### src/sv/dcia_pkg.sv
package dcia_pkg;

	localparam int ID_CAPACITY_DEF = 63;
	localparam int ID_W            = 6;
	localparam int PTR_W           = 7;

	typedef enum logic [1:0] {
		OP_CREATE = 2'd0,
		OP_REMOVE = 2'd1,
		OP_COMMIT = 2'd2,
		OP_NEXT   = 2'd3
	} op_t;

	localparam logic [2:0] ST_OK            = 3'd0;
	localparam logic [2:0] ST_FULL          = 3'd1;
	localparam logic [2:0] ST_NOT_ALLOCATED = 3'd2;
	localparam logic [2:0] ST_NOT_COMMITTED = 3'd3;
	localparam logic [2:0] ST_END           = 3'd4;

	localparam logic [1:0] EV_PLAIN   = 2'd0;
	localparam logic [1:0] EV_DELETED = 2'd1;
	localparam logic [1:0] EV_CREATED = 2'd2;

	typedef struct packed {
		op_t             op;
		logic [ID_W-1:0] id;
		logic            id_ok;
	} cmd_t;

endpackage

### src/sv/dcia_front.sv
module dcia_front #(
	parameter int ID_CAPACITY = dcia_pkg::ID_CAPACITY_DEF
) (
	input  logic [1:0]               operation,
	input  logic [dcia_pkg::ID_W-1:0] target_id,
	output dcia_pkg::cmd_t           cmd
);

	localparam logic [dcia_pkg::ID_W-1:0] CAP_ID = dcia_pkg::ID_W'(ID_CAPACITY);

	dcia_pkg::op_t op;

	assign op = dcia_pkg::op_t'(operation);

	// remove needs an id in range, next-live needs a cursor below the top id
	always_comb begin
		cmd.op = op;
		cmd.id = target_id;
		unique case (op)
			dcia_pkg::OP_REMOVE: cmd.id_ok = (target_id != '0) && (target_id <= CAP_ID);
			dcia_pkg::OP_NEXT:   cmd.id_ok = (target_id < CAP_ID);
			default:             cmd.id_ok = 1'b1;
		endcase
	end

endmodule

### src/sv/dcia_queue.sv
module dcia_queue (
	input  logic           clk,
	input  logic           arst_n,
	input  logic           push,
	input  dcia_pkg::cmd_t push_cmd,
	input  logic           pop,
	output dcia_pkg::cmd_t head_cmd,
	output logic           empty,
	output logic           full
);

	dcia_pkg::cmd_t entry_q [2];
	logic           wr_ptr_q;
	logic           rd_ptr_q;
	logic [1:0]     count_q;

	assign empty    = (count_q == 2'd0);
	assign full     = (count_q == 2'd2);
	assign head_cmd = entry_q[rd_ptr_q];

	always_ff @(posedge clk or negedge arst_n) begin
		if (!arst_n) begin
			wr_ptr_q <= 1'b0;
			rd_ptr_q <= 1'b0;
			count_q  <= 2'd0;
		end else begin
			if (push)
				wr_ptr_q <= ~wr_ptr_q;
			if (pop)
				rd_ptr_q <= ~rd_ptr_q;
			unique case ({push, pop})
				2'b10:   count_q <= count_q + 2'd1;
				2'b01:   count_q <= count_q - 2'd1;
				default: count_q <= count_q;
			endcase
		end
	end

	always_ff @(posedge clk) begin
		if (push)
			entry_q[wr_ptr_q] <= push_cmd;
	end

endmodule

### src/sv/dcia_back.sv
module dcia_back #(
	parameter int ID_CAPACITY = dcia_pkg::ID_CAPACITY_DEF
) (
	input  logic                      clk,
	input  logic                      arst_n,
	input  dcia_pkg::cmd_t            head_cmd,
	input  logic                      empty,
	output logic                      pop,
	output logic                      valid,
	output logic [2:0]                status,
	output logic [dcia_pkg::ID_W-1:0] result_id,
	output logic [1:0]                event_kind,
	output logic                      last
);

	localparam int IDX_W = $clog2(ID_CAPACITY + 1);
	localparam logic [dcia_pkg::PTR_W-1:0] CAP_P  = dcia_pkg::PTR_W'(ID_CAPACITY);
	localparam logic [dcia_pkg::PTR_W-1:0] FULL_P = dcia_pkg::PTR_W'(ID_CAPACITY + 1);

	typedef enum logic [2:0] {
		S_IDLE,
		S_ADV,
		S_DEL,
		S_CRE,
		S_NEXT
	} state_t;

	state_t                      state_q;
	logic [ID_CAPACITY:1]        live_q;
	logic [ID_CAPACITY:1]        pend_q;
	logic [dcia_pkg::PTR_W-1:0]  fp_q;
	logic [dcia_pkg::PTR_W-1:0]  scan_q;
	logic                        free_found_q;

	logic                        scan_end;
	logic                        scan_live;
	logic                        scan_pend;
	logic                        head_live;
	logic                        head_pend;
	logic [dcia_pkg::PTR_W-1:0]  head_next;

	assign pop       = (state_q == S_IDLE) && !empty;
	assign scan_end  = (scan_q > CAP_P);
	assign scan_live = !scan_end && live_q[scan_q[IDX_W-1:0]];
	assign scan_pend = !scan_end && pend_q[scan_q[IDX_W-1:0]];
	assign head_live = head_cmd.id_ok && live_q[head_cmd.id[IDX_W-1:0]];
	assign head_pend = head_cmd.id_ok && pend_q[head_cmd.id[IDX_W-1:0]];
	assign head_next = dcia_pkg::PTR_W'(head_cmd.id) + 1'b1;

	always_ff @(posedge clk or negedge arst_n) begin
		if (!arst_n) begin
			state_q      <= S_IDLE;
			live_q       <= '0;
			pend_q       <= '0;
			fp_q         <= dcia_pkg::PTR_W'(1);
			scan_q       <= '0;
			free_found_q <= 1'b0;
			valid        <= 1'b0;
			status       <= dcia_pkg::ST_OK;
			result_id    <= '0;
			event_kind   <= dcia_pkg::EV_PLAIN;
			last         <= 1'b0;
		end else begin
			valid      <= 1'b0;
			status     <= dcia_pkg::ST_OK;
			result_id  <= '0;
			event_kind <= dcia_pkg::EV_PLAIN;
			last       <= 1'b1;
			unique case (state_q)
				S_IDLE: begin
					if (!empty) begin
						unique case (head_cmd.op)
							dcia_pkg::OP_CREATE: begin
								valid <= 1'b1;
								if (fp_q > CAP_P) begin
									status <= dcia_pkg::ST_FULL;
								end else begin
									result_id                 <= fp_q[dcia_pkg::ID_W-1:0];
									pend_q[fp_q[IDX_W-1:0]]   <= 1'b1;
									scan_q                    <= fp_q + 1'b1;
									state_q                   <= S_ADV;
								end
							end
							dcia_pkg::OP_REMOVE: begin
								valid <= 1'b1;
								priority if (!head_pend) begin
									status <= dcia_pkg::ST_NOT_ALLOCATED;
								end else if (!head_live) begin
									status <= dcia_pkg::ST_NOT_COMMITTED;
								end else begin
									pend_q[head_cmd.id[IDX_W-1:0]] <= 1'b0;
								end
							end
							dcia_pkg::OP_COMMIT: begin
								scan_q  <= dcia_pkg::PTR_W'(1);
								state_q <= S_DEL;
							end
							dcia_pkg::OP_NEXT: begin
								if (!head_cmd.id_ok) begin
									valid  <= 1'b1;
									status <= dcia_pkg::ST_END;
								end else begin
									scan_q  <= head_next;
									state_q <= S_NEXT;
								end
							end
							default: ;
						endcase
					end
				end
				S_ADV: begin
					if (scan_end || (!scan_live && !scan_pend)) begin
						fp_q    <= scan_q;
						state_q <= S_IDLE;
					end else begin
						scan_q <= scan_q + 1'b1;
					end
				end
				S_DEL: begin
					if (scan_end) begin
						scan_q       <= dcia_pkg::PTR_W'(1);
						free_found_q <= 1'b0;
						state_q      <= S_CRE;
					end else begin
						if (scan_live && !scan_pend) begin
							valid      <= 1'b1;
							result_id  <= scan_q[dcia_pkg::ID_W-1:0];
							event_kind <= dcia_pkg::EV_DELETED;
							last       <= 1'b0;
						end
						scan_q <= scan_q + 1'b1;
					end
				end
				S_CRE: begin
					if (scan_end) begin
						// closing item, new set becomes committed
						valid   <= 1'b1;
						live_q  <= pend_q;
						if (!free_found_q)
							fp_q <= FULL_P;
						state_q <= S_IDLE;
					end else begin
						if (!scan_live && scan_pend) begin
							valid      <= 1'b1;
							result_id  <= scan_q[dcia_pkg::ID_W-1:0];
							event_kind <= dcia_pkg::EV_CREATED;
							last       <= 1'b0;
						end
						if (!scan_pend && !free_found_q) begin
							fp_q         <= scan_q;
							free_found_q <= 1'b1;
						end
						scan_q <= scan_q + 1'b1;
					end
				end
				S_NEXT: begin
					if (scan_end) begin
						valid   <= 1'b1;
						status  <= dcia_pkg::ST_END;
						state_q <= S_IDLE;
					end else if (scan_live) begin
						valid     <= 1'b1;
						result_id <= scan_q[dcia_pkg::ID_W-1:0];
						state_q   <= S_IDLE;
					end else begin
						scan_q <= scan_q + 1'b1;
					end
				end
				default: state_q <= S_IDLE;
			endcase
		end
	end

	a_event_not_last: assert property (@(posedge clk) disable iff (!arst_n)
		valid && (event_kind != dcia_pkg::EV_PLAIN) |-> !last)
		else $error("commit event marked last");

	a_fp_range: assert property (@(posedge clk) disable iff (!arst_n)
		(fp_q >= dcia_pkg::PTR_W'(1)) && (fp_q <= FULL_P))
		else $error("free pointer out of range");

	a_fp_free: assert property (@(posedge clk) disable iff (!arst_n)
		(state_q == S_IDLE) && (fp_q <= CAP_P) |->
		!pend_q[fp_q[IDX_W-1:0]] && !live_q[fp_q[IDX_W-1:0]])
		else $error("free pointer names a used id");

	a_no_pop_busy: assert property (@(posedge clk) disable iff (!arst_n)
		(state_q != S_IDLE) |-> !pop)
		else $error("queue popped while executing");

	a_commit_copies: assert property (@(posedge clk) disable iff (!arst_n)
		(state_q == S_CRE) && scan_end |=> (live_q == pend_q))
		else $error("commit did not copy pending map");

endmodule

### src/sv/deferred_commit_id_allocator.sv
// Allocates ids 1..ID_CAPACITY with create, remove, commit and next-live commands. A command
// transfers when start is high and busy is low; a two-entry queue sits in front of the executor,
// so busy rises only when two commands are waiting. Each result appears for exactly one cycle
// with valid high and cannot be held off; last marks the final result of a command. Results
// come out strictly in command order. Create hands out the id at the free pointer, which then
// advances past every id in use, unless the create is refused as full; remove gives its result
// directly; next-live scans the ids above the cursor and ends with ST_END when no live id is
// found; commit visits one id per cycle over the deletion pass and then the creation pass,
// with the closing item at the end. The executor visits one id per cycle.
module deferred_commit_id_allocator #(
	parameter int ID_CAPACITY = dcia_pkg::ID_CAPACITY_DEF
) (
	input  logic                      clk,
	input  logic                      arst_n,
	input  logic                      start,
	output logic                      busy,
	input  logic [1:0]                operation,
	input  logic [dcia_pkg::ID_W-1:0] target_id,
	output logic                      valid,
	output logic [2:0]                status,
	output logic [dcia_pkg::ID_W-1:0] result_id,
	output logic [1:0]                event_kind,
	output logic                      last
);

	dcia_pkg::cmd_t in_cmd;
	dcia_pkg::cmd_t head_cmd;
	logic           q_empty;
	logic           q_full;
	logic           q_pop;
	logic           q_push;

	assign busy   = q_full;
	assign q_push = start && !q_full;

	dcia_front #(
		.ID_CAPACITY (ID_CAPACITY)
	) u_front (
		.operation (operation),
		.target_id (target_id),
		.cmd       (in_cmd)
	);

	dcia_queue u_queue (
		.clk      (clk),
		.arst_n   (arst_n),
		.push     (q_push),
		.push_cmd (in_cmd),
		.pop      (q_pop),
		.head_cmd (head_cmd),
		.empty    (q_empty),
		.full     (q_full)
	);

	dcia_back #(
		.ID_CAPACITY (ID_CAPACITY)
	) u_back (
		.clk        (clk),
		.arst_n     (arst_n),
		.head_cmd   (head_cmd),
		.empty      (q_empty),
		.pop        (q_pop),
		.valid      (valid),
		.status     (status),
		.result_id  (result_id),
		.event_kind (event_kind),
		.last       (last)
	);

endmodule

### config.mk
export PLATFORM = sky130hd
export DESIGN_NAME = deferred_commit_id_allocator
export DESIGN_NICKNAME = d
export VERILOG_FILES = /design/src/sv/dcia_pkg.sv /design/src/sv/dcia_front.sv /design/src/sv/dcia_queue.sv /design/src/sv/dcia_back.sv /design/src/sv/deferred_commit_id_allocator.sv
export SDC_FILE = /design/constraint.sdc
export NUM_CORES = 1
export LEC_CHECK = 0
export BUFFER_PORTS_ARGS = -buffer_cell sky130_fd_sc_hd__buf_4
export CAP_MARGIN = 20
export CORE_MARGIN = 3
export CORE_UTILIZATION = 45
export DETAILED_ROUTE_END_ITERATION = 10
export GPL_ROUTABILITY_DRIVEN = 0
export RECOVER_POWER = 50
export SLEW_MARGIN = 20
export SYNTH_ARGS = -nofsm -noshare
export SYNTH_HDL_FRONTEND = slang
export SYNTH_SLANG_ARGS = --single-unit
export TNS_END_PERCENT = 50
### constraint.sdc
create_clock -name clk -period 4.1 [get_ports clk]
set_input_delay 0.82 -clock clk [delete_from_list [all_inputs] [get_ports clk]]
set_output_delay 0.82 -clock clk [all_outputs]
set_load 0.02 [all_outputs]
==> impl_results.md <==
* Final worst-path cycle share at about nine tenths
* Setup crit start: u_back.scan_q[1]
* Initial antenna violation count at 0
* Final hold vios at 0
* Setup slack after layout at about 0.44 ns
* Slew Limit Headroom at -33.3%
* Vias in the first global route at a little under 9k
* Most common flop cell mapped by yosys: dfrtp_1
* WP buf/inv at 2
* Switching share of power at 47.2%
* Detailed Route WL at ~35 mm
* Slew Limit Fails at 110
* HPWL Detailed at ~24 mm
* Num CTS Buffers at 17
* GRT Overall Usage at ~29%
* Clk buf depth at 2
* P_sw at just under 4000 uW
* Vias per cell at 6.73
* Post-CTS setup buffers at 0
* # rows at 54
* Aggregate global routing overflow at 0
* Largest net degree at the start of global routing at 80
* H-tree levels at 4
* CTS Sinks at around 180
* Antenna Cells at 0
* PostCTS Resize Cnt at 0
* Commonest non-fill, non-tap cell in the layout: dfrtp_1
* DRC violations left at 0
* RSZ-0062 raised after global routing: false
* Max-cap viol count at 2
* Final critical-path required period at roughly 3.7 ns
* CP max stage delay at 0.61 ns
* Leak pwr at between 0.004 and 0.005 uW
* Hold_sp: u_queue.wr_ptr_q
* First-pass GRT wire length at between 50 and 60 mm
* Seq/Total Area, Yosys at between 40% and 50%
* Most frequent cells in the layout: dfrtp_1, a21oi_1, nand2_1
* Core Region at about 22000 um2
* Clk root buf: clkbuf_16
* Crit-path most repeated cell: buf_4
* Combinational share of power at 49.8%
* Setup_tns at 0 ns
* Power per Cell Area at around 730 nW/um2
* Starting Density at 46.6%
* #FFs+latches synth at 179
* # hold bufs at CTS at 0
* # IOs at 25
* Max VDD drop at between 300 and 400 uV
* Worst-path fanout max at 11
* Internal at ~4500 uW
* Final setup vio count at 0
* Die ar. at ~25000 um2
* Setup CP Type: reg2reg
* Wire per inst at ~26 um
* Failing checks: capacitance limit, slew limit
* Synth unique cells at 73
* Asr flop ratio synth at between 80 and 90%
* Share of total power in the clock network at about a fifth
* CP top delay family: compound AO/OA/AOI/OAI gates
* WP data required at roughly 4.4 ns
* Synth Instances at about 1.0k
* Max Clk Rate at between 200 and 300 MHz
* Setup crit end kind: register
* # nets final at 1076
* Ys Warns at 0
* Run status: finished with violations
* Hold WC Path Type: reg2reg
* Die Wd at around 160 um
* Sequential Power Share at a little under a third
* Violation count after the first detailed-route iteration at around 1.2k
* Clk slew on worst S/H paths at 0.07 ns
* Slowest stage cell, crit path: dfrtp_1
* Clk Latency, worst-skew pair at 0.45 ns
* Worst-margin pin slew at around 2.0 ns
* Critical path, cell by cell: buf_4 -> and2_1 -> a22oi_1 -> a21oi_1 -> buf_4 -> o41ai_4 -> nand2_4 -> o22ai_1 -> a221o_1 -> mux2_4
* CTS tree: done
* Die H at ~160 um
* Layout cells sized above 1 at between 10% and 20%
* Hold WS at 0.492 ns
* Worst path arrival time at 3.99 ns
* P&R area growth vs syn at 11.2%
* Final ANT Viol Nets at 0
* Post-synth EDFFs at 18
* CP Launch Type: register
* Syn Std Cell Area at roughly 10000 um2
* Pre-CTS WS at 0.543 ns
* Final Skew at around 0.013 ns
* Syn Nets at between 1k and 1.5k
* Reg2reg start: u_back.scan_q[1]
* DRT Pass-1 Iters at 6
* Syn avg cell area at approximately 10 um2
* Port buffer count at 24
* Vias at approximately 9k
power groups by stage:
stage	combinational [uW]	clock (uW)	sequential (uW)
2_1_floorplan	2860	0	2360
3_3_place_gp	4060	0	2660
3_5_place_dp	4080	0	2650
4_1_cts	4090	1610	2620
5_1_grt	4460	1670	2680
6_report	4200	1590	2650
metal layers:
layer / wire length [um] / vias up / track usage, %
met5: 0 / - / 0
met4: 1340 / 0 / 11.7
met3: 3470 / 105 / 6.01
met2: 16000 / 565 / 43.5
met1: 14400 / 4539 / 40.7
li1: - / 3912 / -
kinds of logic (layout without fill, tap and decap cells):
group | after synthesis | count (layout) | synth area share [%]
adders and majority gates | 3 | 3 | 0.363
xor gates and xnor gates | 10 | 10 | 0.846
DFF | 179 | 179 | 44.2
buffers and inverters | 84 | 120 | 3.84
and+or+nand+nor | 343 | 343 | 15.8
muxes | 152 | 152 | 18.9
AOI/OAI and AO/OA | 268 | 268 | 16.1
synth_stat cells, types with 4 or more instances:
master	n	share of area, %
a21oi_1	146	7.1
edfxtp_1	18	5.2
mux2_2	74	8.1
xnor2_1	7	0.59
or4_1	5	0.36
dfrtp_1	160	39
mux4_2	17	3.7
nor3b_1	4	0.29
a32oi_1	10	0.85
nand4_1	6	0.36
nor2_1	52	1.9
nand3_1	26	1.3
a311oi_1	7	0.59
buf_1	9	0.33
and2_1	5	0.30
mux2i_1	44	4.3
nand2b_1	13	0.79
inv_1	14	0.51
o22ai_1	10	0.60
buf_2	23	1.1
mux4_1	5	1.3
a22oi_1	15	1.1
and3_1	7	0.42
a31oi_1	7	0.42
o21ai_0	18	0.87
clkbuf_1	29	1.1
nor2b_1	8	0.48
mux2_4	7	1.0
o211ai_1	4	0.29
o221ai_1	4	0.34
nor3_1	83	4.0
a21o_1	4	0.29
mux2_1	4	0.44
buf_6	7	0.76
nand2_1	118	4.3
a22o_1	7	0.59
nor4_1	5	0.30
per-stage QoR:
| stage | area (um2) | cells | util, % | total power (uW) |
|---|---|---|---|---|
| finish | 11500 | 1355 | 51.8 | 8440 |
| detailed placement | 11000 | 1323 | 49.5 | 6730 |
| CTS | 11600 | 1355 | 52.0 | 8320 |
| global route | 11500 | 1355 | 51.8 | 8820 |
| floorplan | 10300 | 1039 | - | 5220 |
| global placement | 11000 | 1323 | 49.5 | 6720 |
path summary, 6_finish.rpt:
check / slack [ns] / end / cells after the start
worst max-delay path: 0.44 / u_back.fp_q[6] / 10
worst min-delay path: 0.49 / u_queue.wr_ptr_q / 1
worst max register to register: 0.44 / u_back.fp_q[6] / 10
worst min register to register: 0.49 / u_queue.wr_ptr_q / 1
max in group asynchronous: 0.80 / u_back.pend_q[3] / 2
min in group asynchronous: 0.93 / u_queue.wr_ptr_q / 1
worst reg2reg max path: stages (launching register included):
cell	delay (ns)
dfrtp_1	0.61
buf_4	0.31
and2_1	0.36
a22oi_1	0.28
a21oi_1	0.13
buf_4	0.18
o41ai_4	0.53
nand2_4	0.16
o22ai_1	0.19
a221o_1	0.46
mux2_4	0.34
area by class of cell:
type                    count  area, um2
clock inverters            12       95.1
inverters                  15       56.3
repair buffers             73        547
multi-input cells         776       5430
flip-flops and latches    179       4570
well taps                 280        350
clock buffers              20        457
fillers                  2042      10700
sequential cells by signal, indices dropped and copies added (netlist names), 2 cells and up:
signal / count
u_back.fp_q: 7
u_back.status: 3
u_queue.count_q: 2
u_back.scan_q: 7
u_back.pend_q: 63
u_back.live_q: 63
u_back.result_id: 6
u_queue.entry_q: 18
u_back.state_q: 3
u_back.event_kind: 2
(Power assumes the default switching activity.)
